### src/rtl/core/afg_pkg.sv
package afg_pkg;

    localparam int SAMPLE_BITS    = 24;
    localparam int MAX_CHANNELS   = 8;
    localparam int GAIN_FRAC_BITS = 16;

    localparam int GAIN_BITS   = GAIN_FRAC_BITS + 1;            // Q1.16
    localparam int LEN_BITS    = 32;
    localparam int CH_CNT_BITS = 4;
    localparam int CH_IDX_BITS = 3;
    localparam int CFG_IDX_BITS = 2;
    localparam int DIV_CNT_BITS = 5;
    localparam int PROD_BITS   = SAMPLE_BITS + GAIN_BITS + 1;
    localparam int GG_BITS     = 2 * GAIN_BITS;

    localparam logic [GAIN_BITS-1:0]    GAIN_ONE  = GAIN_BITS'(1) << GAIN_FRAC_BITS;
    localparam logic [GG_BITS-1:0]      GAIN_HALF = GG_BITS'(1) << (GAIN_FRAC_BITS - 1);
    localparam logic [DIV_CNT_BITS-1:0] DIV_LAST  = DIV_CNT_BITS'(GAIN_BITS - 1);
    localparam logic [CH_CNT_BITS-1:0]  CH_MAX    = CH_CNT_BITS'(MAX_CHANNELS);

    typedef enum logic [CFG_IDX_BITS-1:0] {
        REG_FADE_IN   = 2'd0,
        REG_FADE_OUT  = 2'd1,
        REG_TOTAL     = 2'd2,
        REG_CHANNELS  = 2'd3
    } reg_idx_t;

    typedef enum logic [2:0] {
        ST_IDLE,
        ST_PREP,
        ST_DIV_IN,
        ST_DIV_OUT,
        ST_MUL_G,
        ST_MUL_SQ,
        ST_MUL_OUT,
        ST_WRITE
    } state_t;

    typedef struct packed {
        logic load;          // capture request, apply restart
        logic init_gain;     // preset fade terms
        logic div_load;      // start a division
        logic div_sel_out;   // 0: fade-in term, 1: fade-out term
        logic div_step;      // one quotient bit
        logic mul_g;         // g = gi * go
        logic mul_sq;        // gain = g * g, rounded
        logic mul_out;       // sample * gain
        logic write_out;     // load output register, advance position
    } cmd_t;

    typedef struct packed {
        logic chan_zero;     // incoming request starts a frame
        logic fi_act;        // fade-in division needed
        logic fo_div;        // fade-out division needed
        logic div_last;      // final quotient bit this cycle
    } status_t;

endpackage

### src/rtl/core/afg_ctrl.sv
module afg_ctrl
    import afg_pkg::*;
(
    input  logic    clk,
    input  logic    rst_n,
    input  logic    in_valid,
    output logic    in_stall,
    output logic    out_valid,
    input  logic    out_stall,
    input  status_t status,
    output cmd_t    cmd
);

    state_t state_reg, state_next;
    logic   out_valid_reg, out_valid_next;

    always_ff @(posedge clk or negedge rst_n)
    begin
        if (!rst_n)
        begin
            state_reg     <= ST_IDLE;
            out_valid_reg <= 1'b0;
        end
        else
        begin
            state_reg     <= state_next;
            out_valid_reg <= out_valid_next;
        end
    end

    // next state
    always_comb
    begin
        state_next = state_reg;
        case (state_reg)
            ST_IDLE:
            begin
                if (in_valid)
                    state_next = status.chan_zero ? ST_PREP : ST_MUL_OUT;
            end
            ST_PREP:
            begin
                if (status.fi_act)
                    state_next = ST_DIV_IN;
                else if (status.fo_div)
                    state_next = ST_DIV_OUT;
                else
                    state_next = ST_MUL_G;
            end
            ST_DIV_IN:
            begin
                if (status.div_last)
                    state_next = status.fo_div ? ST_DIV_OUT : ST_MUL_G;
            end
            ST_DIV_OUT:
            begin
                if (status.div_last)
                    state_next = ST_MUL_G;
            end
            ST_MUL_G:   state_next = ST_MUL_SQ;
            ST_MUL_SQ:  state_next = ST_MUL_OUT;
            ST_MUL_OUT: state_next = ST_WRITE;
            ST_WRITE:
            begin
                if (!out_valid_reg || !out_stall)
                    state_next = ST_IDLE;
            end
            default:    state_next = ST_IDLE;
        endcase
    end

    // outputs
    always_comb
    begin
        cmd      = '0;
        in_stall = 1'b1;
        case (state_reg)
            ST_IDLE:
            begin
                in_stall = 1'b0;
                cmd.load = in_valid;
            end
            ST_PREP:
            begin
                cmd.init_gain = 1'b1;
                if (status.fi_act)
                    cmd.div_load = 1'b1;
                else if (status.fo_div)
                begin
                    cmd.div_load    = 1'b1;
                    cmd.div_sel_out = 1'b1;
                end
            end
            ST_DIV_IN:
            begin
                cmd.div_step = 1'b1;
                if (status.div_last && status.fo_div)
                begin
                    cmd.div_load    = 1'b1;
                    cmd.div_sel_out = 1'b1;
                end
            end
            ST_DIV_OUT: cmd.div_step = 1'b1;
            ST_MUL_G:   cmd.mul_g    = 1'b1;
            ST_MUL_SQ:  cmd.mul_sq   = 1'b1;
            ST_MUL_OUT: cmd.mul_out  = 1'b1;
            ST_WRITE:   cmd.write_out = !out_valid_reg || !out_stall;
            default:    cmd = '0;
        endcase
    end

    always_comb
    begin
        out_valid_next = out_valid_reg;
        if (cmd.write_out)
            out_valid_next = 1'b1;
        else if (out_valid_reg && !out_stall)
            out_valid_next = 1'b0;
    end

    assign out_valid = out_valid_reg;

endmodule

### src/rtl/core/afg_datapath.sv
module afg_datapath
    import afg_pkg::*;
(
    input  logic                    clk,
    input  logic                    rst_n,
    input  logic                    cfg_valid,
    input  logic [CFG_IDX_BITS-1:0] cfg_index,
    input  logic [LEN_BITS-1:0]     cfg_data,
    input  logic [SAMPLE_BITS-1:0]  sample_in,
    input  logic                    restart,
    input  cmd_t                    cmd,
    output status_t                 status,
    output logic [SAMPLE_BITS-1:0]  faded_sample
);

    // configuration
    logic [LEN_BITS-1:0]    fade_in_reg, fade_out_reg, total_reg;
    logic [CH_CNT_BITS-1:0] chan_cnt_reg;

    always_ff @(posedge clk or negedge rst_n)
    begin
        if (!rst_n)
        begin
            fade_in_reg  <= '0;
            fade_out_reg <= '0;
            total_reg    <= '0;
            chan_cnt_reg <= CH_CNT_BITS'(2);
        end
        else if (cfg_valid)
        begin
            case (reg_idx_t'(cfg_index))
                REG_FADE_IN:  fade_in_reg  <= cfg_data;
                REG_FADE_OUT: fade_out_reg <= cfg_data;
                REG_TOTAL:    total_reg    <= cfg_data;
                REG_CHANNELS: chan_cnt_reg <= cfg_data[CH_CNT_BITS-1:0];
                default:      ;
            endcase
        end
    end

    // frame tracking
    logic [LEN_BITS-1:0]    pos_reg, pos_next;
    logic [CH_IDX_BITS-1:0] ch_reg, ch_next;
    logic [CH_CNT_BITS-1:0] chans_eff, ch_plus;

    always_comb
    begin
        if (chan_cnt_reg == '0)
            chans_eff = CH_CNT_BITS'(1);
        else if (chan_cnt_reg > CH_MAX)
            chans_eff = CH_MAX;
        else
            chans_eff = chan_cnt_reg;
        ch_plus  = {1'b0, ch_reg} + CH_CNT_BITS'(1);
        pos_next = pos_reg;
        ch_next  = ch_reg;
        if (cmd.load && restart)
        begin
            pos_next = '0;
            ch_next  = '0;
        end
        else if (cmd.write_out)
        begin
            if (ch_plus >= chans_eff)
            begin
                ch_next = '0;
                if (pos_reg != '1)
                    pos_next = pos_reg + LEN_BITS'(1);
            end
            else
                ch_next = ch_plus[CH_IDX_BITS-1:0];
        end
    end

    always_ff @(posedge clk or negedge rst_n)
    begin
        if (!rst_n)
        begin
            pos_reg <= '0;
            ch_reg  <= '0;
        end
        else
        begin
            pos_reg <= pos_next;
            ch_reg  <= ch_next;
        end
    end

    // fade window decode on the stored position
    logic fo_window, past_end;

    assign fo_window = (fade_out_reg != '0) && (total_reg != '0) &&
                       (({1'b0, pos_reg} + {1'b0, fade_out_reg}) >= {1'b0, total_reg});
    assign past_end  = pos_reg >= total_reg;

    assign status.chan_zero = restart || (ch_reg == '0);
    assign status.fi_act    = (fade_in_reg != '0) && (pos_reg < fade_in_reg);
    assign status.fo_div    = fo_window && !past_end;

    // restoring divider, (x << 16) / d, 17 quotient bits
    logic [LEN_BITS-1:0]     rem_reg, dvs_reg;
    logic [GAIN_BITS-1:0]    quo_reg;
    logic [DIV_CNT_BITS-1:0] cnt_reg;
    logic                    nbit_reg, sel_reg;
    logic [LEN_BITS-1:0]     div_x;
    logic [LEN_BITS:0]       trial, diff;
    logic                    qbit;
    logic [GAIN_BITS-1:0]    quo_next;

    assign div_x    = cmd.div_sel_out ? (total_reg - pos_reg) : pos_reg;
    assign trial    = {rem_reg, nbit_reg};
    assign diff     = trial - {1'b0, dvs_reg};
    assign qbit     = !diff[LEN_BITS];
    assign quo_next = {quo_reg[GAIN_BITS-2:0], qbit};
    assign status.div_last = cnt_reg == DIV_LAST;

    always_ff @(posedge clk)
    begin
        if (cmd.div_load)
        begin
            rem_reg  <= {1'b0, div_x[LEN_BITS-1:1]};
            nbit_reg <= div_x[0];
            dvs_reg  <= cmd.div_sel_out ? fade_out_reg : fade_in_reg;
            sel_reg  <= cmd.div_sel_out;
            quo_reg  <= '0;
            cnt_reg  <= '0;
        end
        else if (cmd.div_step)
        begin
            rem_reg  <= qbit ? diff[LEN_BITS-1:0] : trial[LEN_BITS-1:0];
            nbit_reg <= 1'b0;
            quo_reg  <= quo_next;
            cnt_reg  <= cnt_reg + DIV_CNT_BITS'(1);
        end
    end

    // gain terms and multiplies
    logic [GAIN_BITS-1:0]   gi_reg, go_reg, g_reg;
    logic [GAIN_BITS-1:0]   gain_reg;
    logic [GG_BITS-1:0]     gg_prod, sq_prod;
    logic [SAMPLE_BITS-1:0] samp_reg;
    logic signed [PROD_BITS-1:0] prod_reg, prod_next, rnd;

    assign gg_prod   = gi_reg * go_reg;
    assign sq_prod   = (g_reg * g_reg) + GAIN_HALF;
    assign prod_next = $signed(samp_reg) * $signed({1'b0, gain_reg});
    assign rnd       = (prod_reg + PROD_BITS'(GAIN_HALF)) >>> GAIN_FRAC_BITS;

    always_ff @(posedge clk or negedge rst_n)
    begin
        if (!rst_n)
            gain_reg <= GAIN_ONE;
        else if (cmd.mul_sq)
            gain_reg <= sq_prod[GAIN_FRAC_BITS +: GAIN_BITS];
    end

    always_ff @(posedge clk)
    begin
        if (cmd.load)
            samp_reg <= sample_in;
        if (cmd.init_gain)
        begin
            gi_reg <= GAIN_ONE;
            go_reg <= (fo_window && past_end) ? '0 : GAIN_ONE;
        end
        if (cmd.div_step && status.div_last)
        begin
            if (sel_reg)
                go_reg <= quo_next;
            else
                gi_reg <= quo_next;
        end
        if (cmd.mul_g)
            g_reg <= gg_prod[GAIN_FRAC_BITS +: GAIN_BITS];
        if (cmd.mul_out)
            prod_reg <= prod_next;
        if (cmd.write_out)
            faded_sample <= rnd[SAMPLE_BITS-1:0];
    end

endmodule

### src/rtl/core/audio_fade_in_out_gain.sv
// Channel   Handshake            Payload
// in        in_valid / in_stall  sample_in[23:0] signed, restart
// out       out_valid/ out_stall faded_sample[23:0] signed
// cfg       cfg_valid/ cfg_ready cfg_index[1:0], cfg_data[31:0]
//
// A frame-opening request runs accept, setup, two 17-step divisions on one
// shared restoring divider (each skipped when not needed), three multiply
// steps and write-back. Other requests run accept, output multiply, write-back.
// One request is in work at a time; the next is taken while the result
// waits in the output register, and a stalled result holds write-back.
// Async active-low reset restores gain 1.0, position 0, two channels.
module audio_fade_in_out_gain
    import afg_pkg::*;
(
    input  logic                    clk,
    input  logic                    rst_n,
    input  logic                    in_valid,
    output logic                    in_stall,
    input  logic [SAMPLE_BITS-1:0]  sample_in,
    input  logic                    restart,
    output logic                    out_valid,
    input  logic                    out_stall,
    output logic [SAMPLE_BITS-1:0]  faded_sample,
    input  logic                    cfg_valid,
    output logic                    cfg_ready,
    input  logic [CFG_IDX_BITS-1:0] cfg_index,
    input  logic [LEN_BITS-1:0]     cfg_data
);

    cmd_t    cmd;
    status_t status;

    // config writes land directly in the config registers, no backpressure
    assign cfg_ready = 1'b1;

    // sequencing: accept, gain setup, divisions, multiplies, write-back
    afg_ctrl u_ctrl (
        .clk       (clk),
        .rst_n     (rst_n),
        .in_valid  (in_valid),
        .in_stall  (in_stall),
        .out_valid (out_valid),
        .out_stall (out_stall),
        .status    (status),
        .cmd       (cmd)
    );

    // registers, frame tracking, divider, multipliers, output register
    afg_datapath u_dp (
        .clk          (clk),
        .rst_n        (rst_n),
        .cfg_valid    (cfg_valid),
        .cfg_index    (cfg_index),
        .cfg_data     (cfg_data),
        .sample_in    (sample_in),
        .restart      (restart),
        .cmd          (cmd),
        .status       (status),
        .faded_sample (faded_sample)
    );

endmodule

### config.mk
export PLATFORM = sky130hd
export DESIGN_NAME = audio_fade_in_out_gain
export DESIGN_NICKNAME = d
export VERILOG_FILES = /design/src/rtl/core/afg_pkg.sv /design/src/rtl/core/afg_ctrl.sv /design/src/rtl/core/afg_datapath.sv /design/src/rtl/core/audio_fade_in_out_gain.sv
export SDC_FILE = /design/constraint.sdc
export NUM_CORES = 2
export LEC_CHECK = 0
export BUFFER_PORTS_ARGS = -buffer_cell sky130_fd_sc_hd__buf_2
export CAP_MARGIN = 40
export CORE_MARGIN = 8
export CORE_UTILIZATION = 61
export CTS_CLUSTER_DIAMETER = 150
export DETAILED_ROUTE_END_ITERATION = 10
export GPL_TIMING_DRIVEN = 0
export PLACE_DENSITY = 0.81
export SYNTH_ARGS = -nofsm -noshare
export SYNTH_HDL_FRONTEND = slang
export SYNTH_SLANG_ARGS = --single-unit
### constraint.sdc
create_clock -name clk -period 13.45 [get_ports clk]
set_input_delay 0.6725 -clock clk [delete_from_list [all_inputs] [get_ports clk]]
set_output_delay 0.6725 -clock clk [all_outputs]
set_load 0.005 [all_outputs]
# == After elaboration in Yosys (flattened, before gate mapping) ==
# Cells that the tools add are included.
# op_classes
addsub,8
n_mul,3
order_cmp,5
n_eq_ne,16
muxes,46
n_reduce_logical,34
# ops
cell,n
$mux W32,7
$mux W17,7
$reduce_bool A32 Y1,3
$mul A17 B17 Y33,2
$mux W31,2
$add A40 B16 Y40 const B,1
$mul A24 B18 Y40,1
$add A32 B32 Y33,1
$add A33 B16 Y33 const B,1
$ge A33 B32 Y1,1
$sub A33 B32 Y33,1
$add A32 B1 Y32 const B,1
$ge A32 B32 Y1,1
$lt A32 B32 Y1,1
$ne A32 B32 Y1 const B,1
$sub A32 B32 Y32,1
$mux W3,10
$pmux W3 S8,1
$mux W1,14
$eq A3 B3 Y1 const B,4
$reduce_bool A2 Y1,5
$logic_and A1 B1 Y1,9
$mux W4,2
$reduce_and A2 Y1,4
other kinds (21),31
# word_totals
ff_bits,382
input_bits,64
out_inout_bits,27
word_cells,134

# == Depth between registers and ports, before layout ==
# logic_depth
ltp_word,9
mapped_depth,28
ltp_nobuf,27

# == By module ==
# Synthesis repeated with hierarchy kept, for this count alone.
# hier_totals
hier_cells,5495
area_unflattened_um2,51725.9
# by_module_without_submodules
module,instances,cells_per_inst,area_each_um2,seq_area_each_um2
afg_datapath,1,5440,51345.5,9581.7
afg_ctrl,1,53,369.1,100.1
audio_fade_in_out_gain,1,2,11.3,0.0

# == Least setup slack after synthesis ==
# No wires, ideal clock.
# synth_timing
kind,register -> register
start,register u_dp.gi_reg[14]
end,register u_dp.g_reg[13] (data pin)
setup_time_ns,0.258
arrival_ns,6.396
required_time_ns,13.192
slack_ns,6.796
stages_incl_launch_ff,26
path_buffers,2
period_less_slack_ns,6.654
cell_sequence,dfxtp_1 clkbuf_1 clkbuf_1 nand2_1 fa_1 inv_1 fa_1 inv_1 fa_1 inv_1 fa_1 inv_1 fa_1 fa_1 inv_1 ha_1 and3_1 and3_1 a22oi_1 a32oi_1 a31o_2 a41o_1 a211o_1 a21o_1 a21oi_1 xnor2_1
# synth_between
elab_chain_len,1
# synth_lines
element,line_no,source
"start, declared",afg_datapath.sv:138,"logic [GAIN_BITS-1:0] gi_reg, go_reg, g_reg;"
"start signal, assigned",afg_datapath.sv:171,gi_reg <= quo_next;
$mul A17 B17 Y33,afg_datapath.sv:144,assign gg_prod = gi_reg * go_reg;
named net u_dp.gg_prod[29],afg_datapath.sv:140,"logic [GG_BITS-1:0] gg_prod, sq_prod;"
"end signal, assigned",afg_datapath.sv:174,g_reg <= gg_prod[GAIN_FRAC_BITS +: GAIN_BITS];
"end, declared",afg_datapath.sv:138,
# The timed path passes the listed nets, and every way through them passes these cells.
# A chain may end at the register's enable or synchronous reset.

# == Final worst setup path ==
# layout_timing
start,register u_dp.samp_reg[16]
end,register u_dp.prod_reg[39] (data pin)
# layout_between
elab_chain_len,1
# layout_lines
element,line_no,source
"start, declared",afg_datapath.sv:141,logic [SAMPLE_BITS-1:0] samp_reg;
"start signal, assigned",afg_datapath.sv:160,samp_reg <= sample_in;
$mul A24 B18 Y40,afg_datapath.sv:146,"assign prod_next = $signed(samp_reg) * $signed({1'b0, gain_reg});"
named net u_dp.prod_next[39],afg_datapath.sv:142,"logic signed [PROD_BITS-1:0] prod_reg, prod_next, rnd;"
"end signal, assigned",afg_datapath.sv:176,prod_reg <= prod_next;
"end, declared",afg_datapath.sv:142,
# The timed path passes the listed nets, and every way through them passes these cells.

==> impl_metrics.csv <==
group,metric,value,unit
logic_synthesis,async_reset_ff_frac,0.425,
sta,rsz0062_at_grt,"false",
route,vias,39633,
sta,setup_ws,5.35,ns
sta,slew_viol_final,0,
global_routing,grt-ovfl-total,0,
setup_path,crit_type,"flop to flop",
route,ant_nets,0,
logic_synthesis,yosys_warnings,0,
place,place.port_buffers,89,
global_routing,grt_usage,0.283,
setup_path,cp_max_fo,10,
route,topRoutingLayerUsed,"met5",
cts,cts_buffer_depth,3,
route,dr.pass1.iters,5,
finish,layout_common_cells,"inv_1 (1,220), nand2_1 (810), fa_1 (804)",
route,wl_met2,62500,µm
logic_synthesis,syn_area,0.0518,mm²
global_routing,grt_max_degree,98,
floorplanning,dieArea,0.0945,mm²
cts,cts_sinks,367,
floorplanning,die_w,307,µm
place,place_hpwl,108000,µm
sta,slew_headroom,0.385,
finish,drive_gt1_frac,0.0522,
sta,final.period_utilization,0.603,
cts,cts_root_buf,"clkbuf_16",
cts,worstSkewPairLatency,0.66,ns
place,dp_slack,5.46,ns
sta,finalSetupTns,0,ns
logic_synthesis,synth_ff_type,"edfxtp_1",
finish,syn_to_final_growth,6.93,%
sta,finalSetupViolations,0,
sta,hold_violations,0,
place,dp.cells,6887,
finish,layout_commonest_cell,"inv_1",
route,totalWireLength,132000,µm
cts,htreeDepth,2,
worst_hold_path,worstHoldPathType,"input pin to flop",
run,cap_viol_max_count,0,
run_status,status,"complete, no violations",
global_routing,first_global_vias,41673,
global_routing,antenna_found_initial,7,
finish,finalNonFillerCells,6969,
setup_path,critPathLaunchType,"flop",
cts,cts-buffers-inserted,44,
floorplanning,rows,107,
floorplanning,io_pins,91,
floorplanning,initial_core_util,0.612,
setup_path,cp.required,13.82,ns
logic_synthesis,seq_area_frac_synth,0.187,
sta,period_minus_slack,8.10,ns
route,m1WireLength,51300,µm
place,gp_congestion,0.978,
sta,max_freq,123,MHz
route,drc,0,
route,wl_per_cell,18.9,µm
cts,path_clk_slew,0.06,ns
global_routing,grt_pass1_wl,215000,µm
logic_synthesis,synthesis.nets,6987,
floorplanning,core,0.0846,mm²
setup_path,arrival,8.48,ns
logic_synthesis,syn_inst,5646,
logic_synthesis,ys_ff_latch,367,
cts,cts_setup_buffers,0,
finish,fillers,6704,
logic_synthesis,post_synth_num_cell_types,93,
route,drt_iter0_markers,3221,
floorplanning,die-height,307,µm
cts,tritoncts,"built",
logic_synthesis,avgSynthCellArea,9.17,µm²
finish,nNetsFinal,7131,
logic_synthesis,synth_edf_count,155,
sta,fin_skew,0.0557,ns
setup_path,crit_path_end_kind,"flop",
route,detail_route.vias_per_cell,5.69,
sta,worst-slew-pin-transition,0.918,ns
route,wl_met3,11300,µm
## metrics by stage
step	hold slack [ns]	utilization	instance area, µm²
after global routing	0.183	0.654	55400
after floorplan	0.377	-	51800
after global placement	0.459	0.634	53700
final	0.208	0.654	55400
after detailed placement	0.459	0.636	53800
after CTS	0.174	0.654	55400
## per-layer routing
layer,vias up,GRT usage
met3,412,0.0502
met2,1778,0.470
met5,-,0
li1,17923,-
met1,19518,0.363
met4,2,0.128
## final timing paths
| check | startpoint | end | slack (ns) | cells past startpoint |
|---|---|---|---|---|
| min in group asynchronous | rst_n | u_dp.total_reg[0] | 0.56 | 2 |
| max reg2reg | u_dp.samp_reg[16] | u_dp.prod_reg[39] | 5.35 | 23 |
| min | sample_in[17] | u_dp.samp_reg[17] | 0.21 | 1 |
| min reg2reg | u_dp.quo_reg[8] | u_dp.go_reg[9] | 0.47 | 2 |
| max in group asynchronous | rst_n | u_dp.fade_out_reg[26] | 11.99 | 3 |
| max | u_dp.samp_reg[16] | u_dp.prod_reg[39] | 5.35 | 23 |
## timing repair
| action | CTS | global route |
|---|---|---|
| hold buffers | 1 | 0 |
| hold endpoints to repair | 58 | 0 |
| gates resized for setup | 0 | 0 |
## area by class of cell
class                      instances  area (µm²)  area share
multi-input combinational       3840       36700       0.662
sequential                       367        9680       0.175
inverter                        1222        4590      0.0829
tap                             1144        1430      0.0259
clock buffer                      52        1180      0.0214
buffer                           217         870      0.0157
timing repair buffer              98         579      0.0105
clock inverter                    27         365     0.00660
antenna                            2        5.00   0.0000904
## Yosys cell counts, drive strengths merged, types with 27 or more instances
cell    count  share of area
ha        473           0.11
nand4      42         0.0051
o21a       31         0.0045
and3       27         0.0033
xnor2     152          0.026
and2      293          0.035
o21ai     175          0.017
mux2       72          0.016
nor3       53         0.0052
edfxtp    155          0.090
a211oi     27         0.0044
nand2     810          0.059
nand3      68         0.0066
nor4       33         0.0041
a21oi     166          0.016
xor2       56         0.0095
nand2b     28         0.0034
nor2      179          0.013
clkbuf    192          0.014
fa        804           0.31
dfrtp     154          0.074
mux2i      30         0.0058
a21o       80          0.012
nor2b      27         0.0033
inv      1221          0.089
dfxtp      56          0.022
## worst max-delay path, stage by stage, from the launching register on
cell and delay (ns):
edfxtp_1 0.34, clkbuf_1 0.61, clkbuf_1 0.55, nand2_1 0.18, fa_1 0.54, fa_1 0.51, fa_1 0.52, inv_1 0.06
fa_1 0.52, fa_1 0.49, inv_1 0.05, fa_1 0.47, inv_1 0.04, ha_1 0.34, nand2_1 0.08, a2111o_1 0.42
or3_1 0.34, a31oi_1 0.42, o41a_1 0.31, nand4_1 0.16, a31oi_1 0.27, a21o_1 0.20, a21oi_1 0.08, xnor2_1 0.34
## cells by family (layout without fill, tap and decap cells)
kind of cell | count (synthesis) | in the layout | share of synthesized area
muxes | 102 | 102 | 0.0215
AOI/OAI and AO/OA | 632 | 632 | 0.0791
other | 1 | 3 | 0.0000724
DFF | 367 | 367 | 0.187
xor gates and xnor gates | 208 | 208 | 0.0352
buffers and inverters | 1439 | 1616 | 0.105
and+or+nand+nor | 1620 | 1620 | 0.147
adders and majority gates | 1277 | 1277 | 0.425
Power is left out: the tool's default activity adds up to more than one toggle a clock period on the data nets, which glitch-free logic cannot reach.
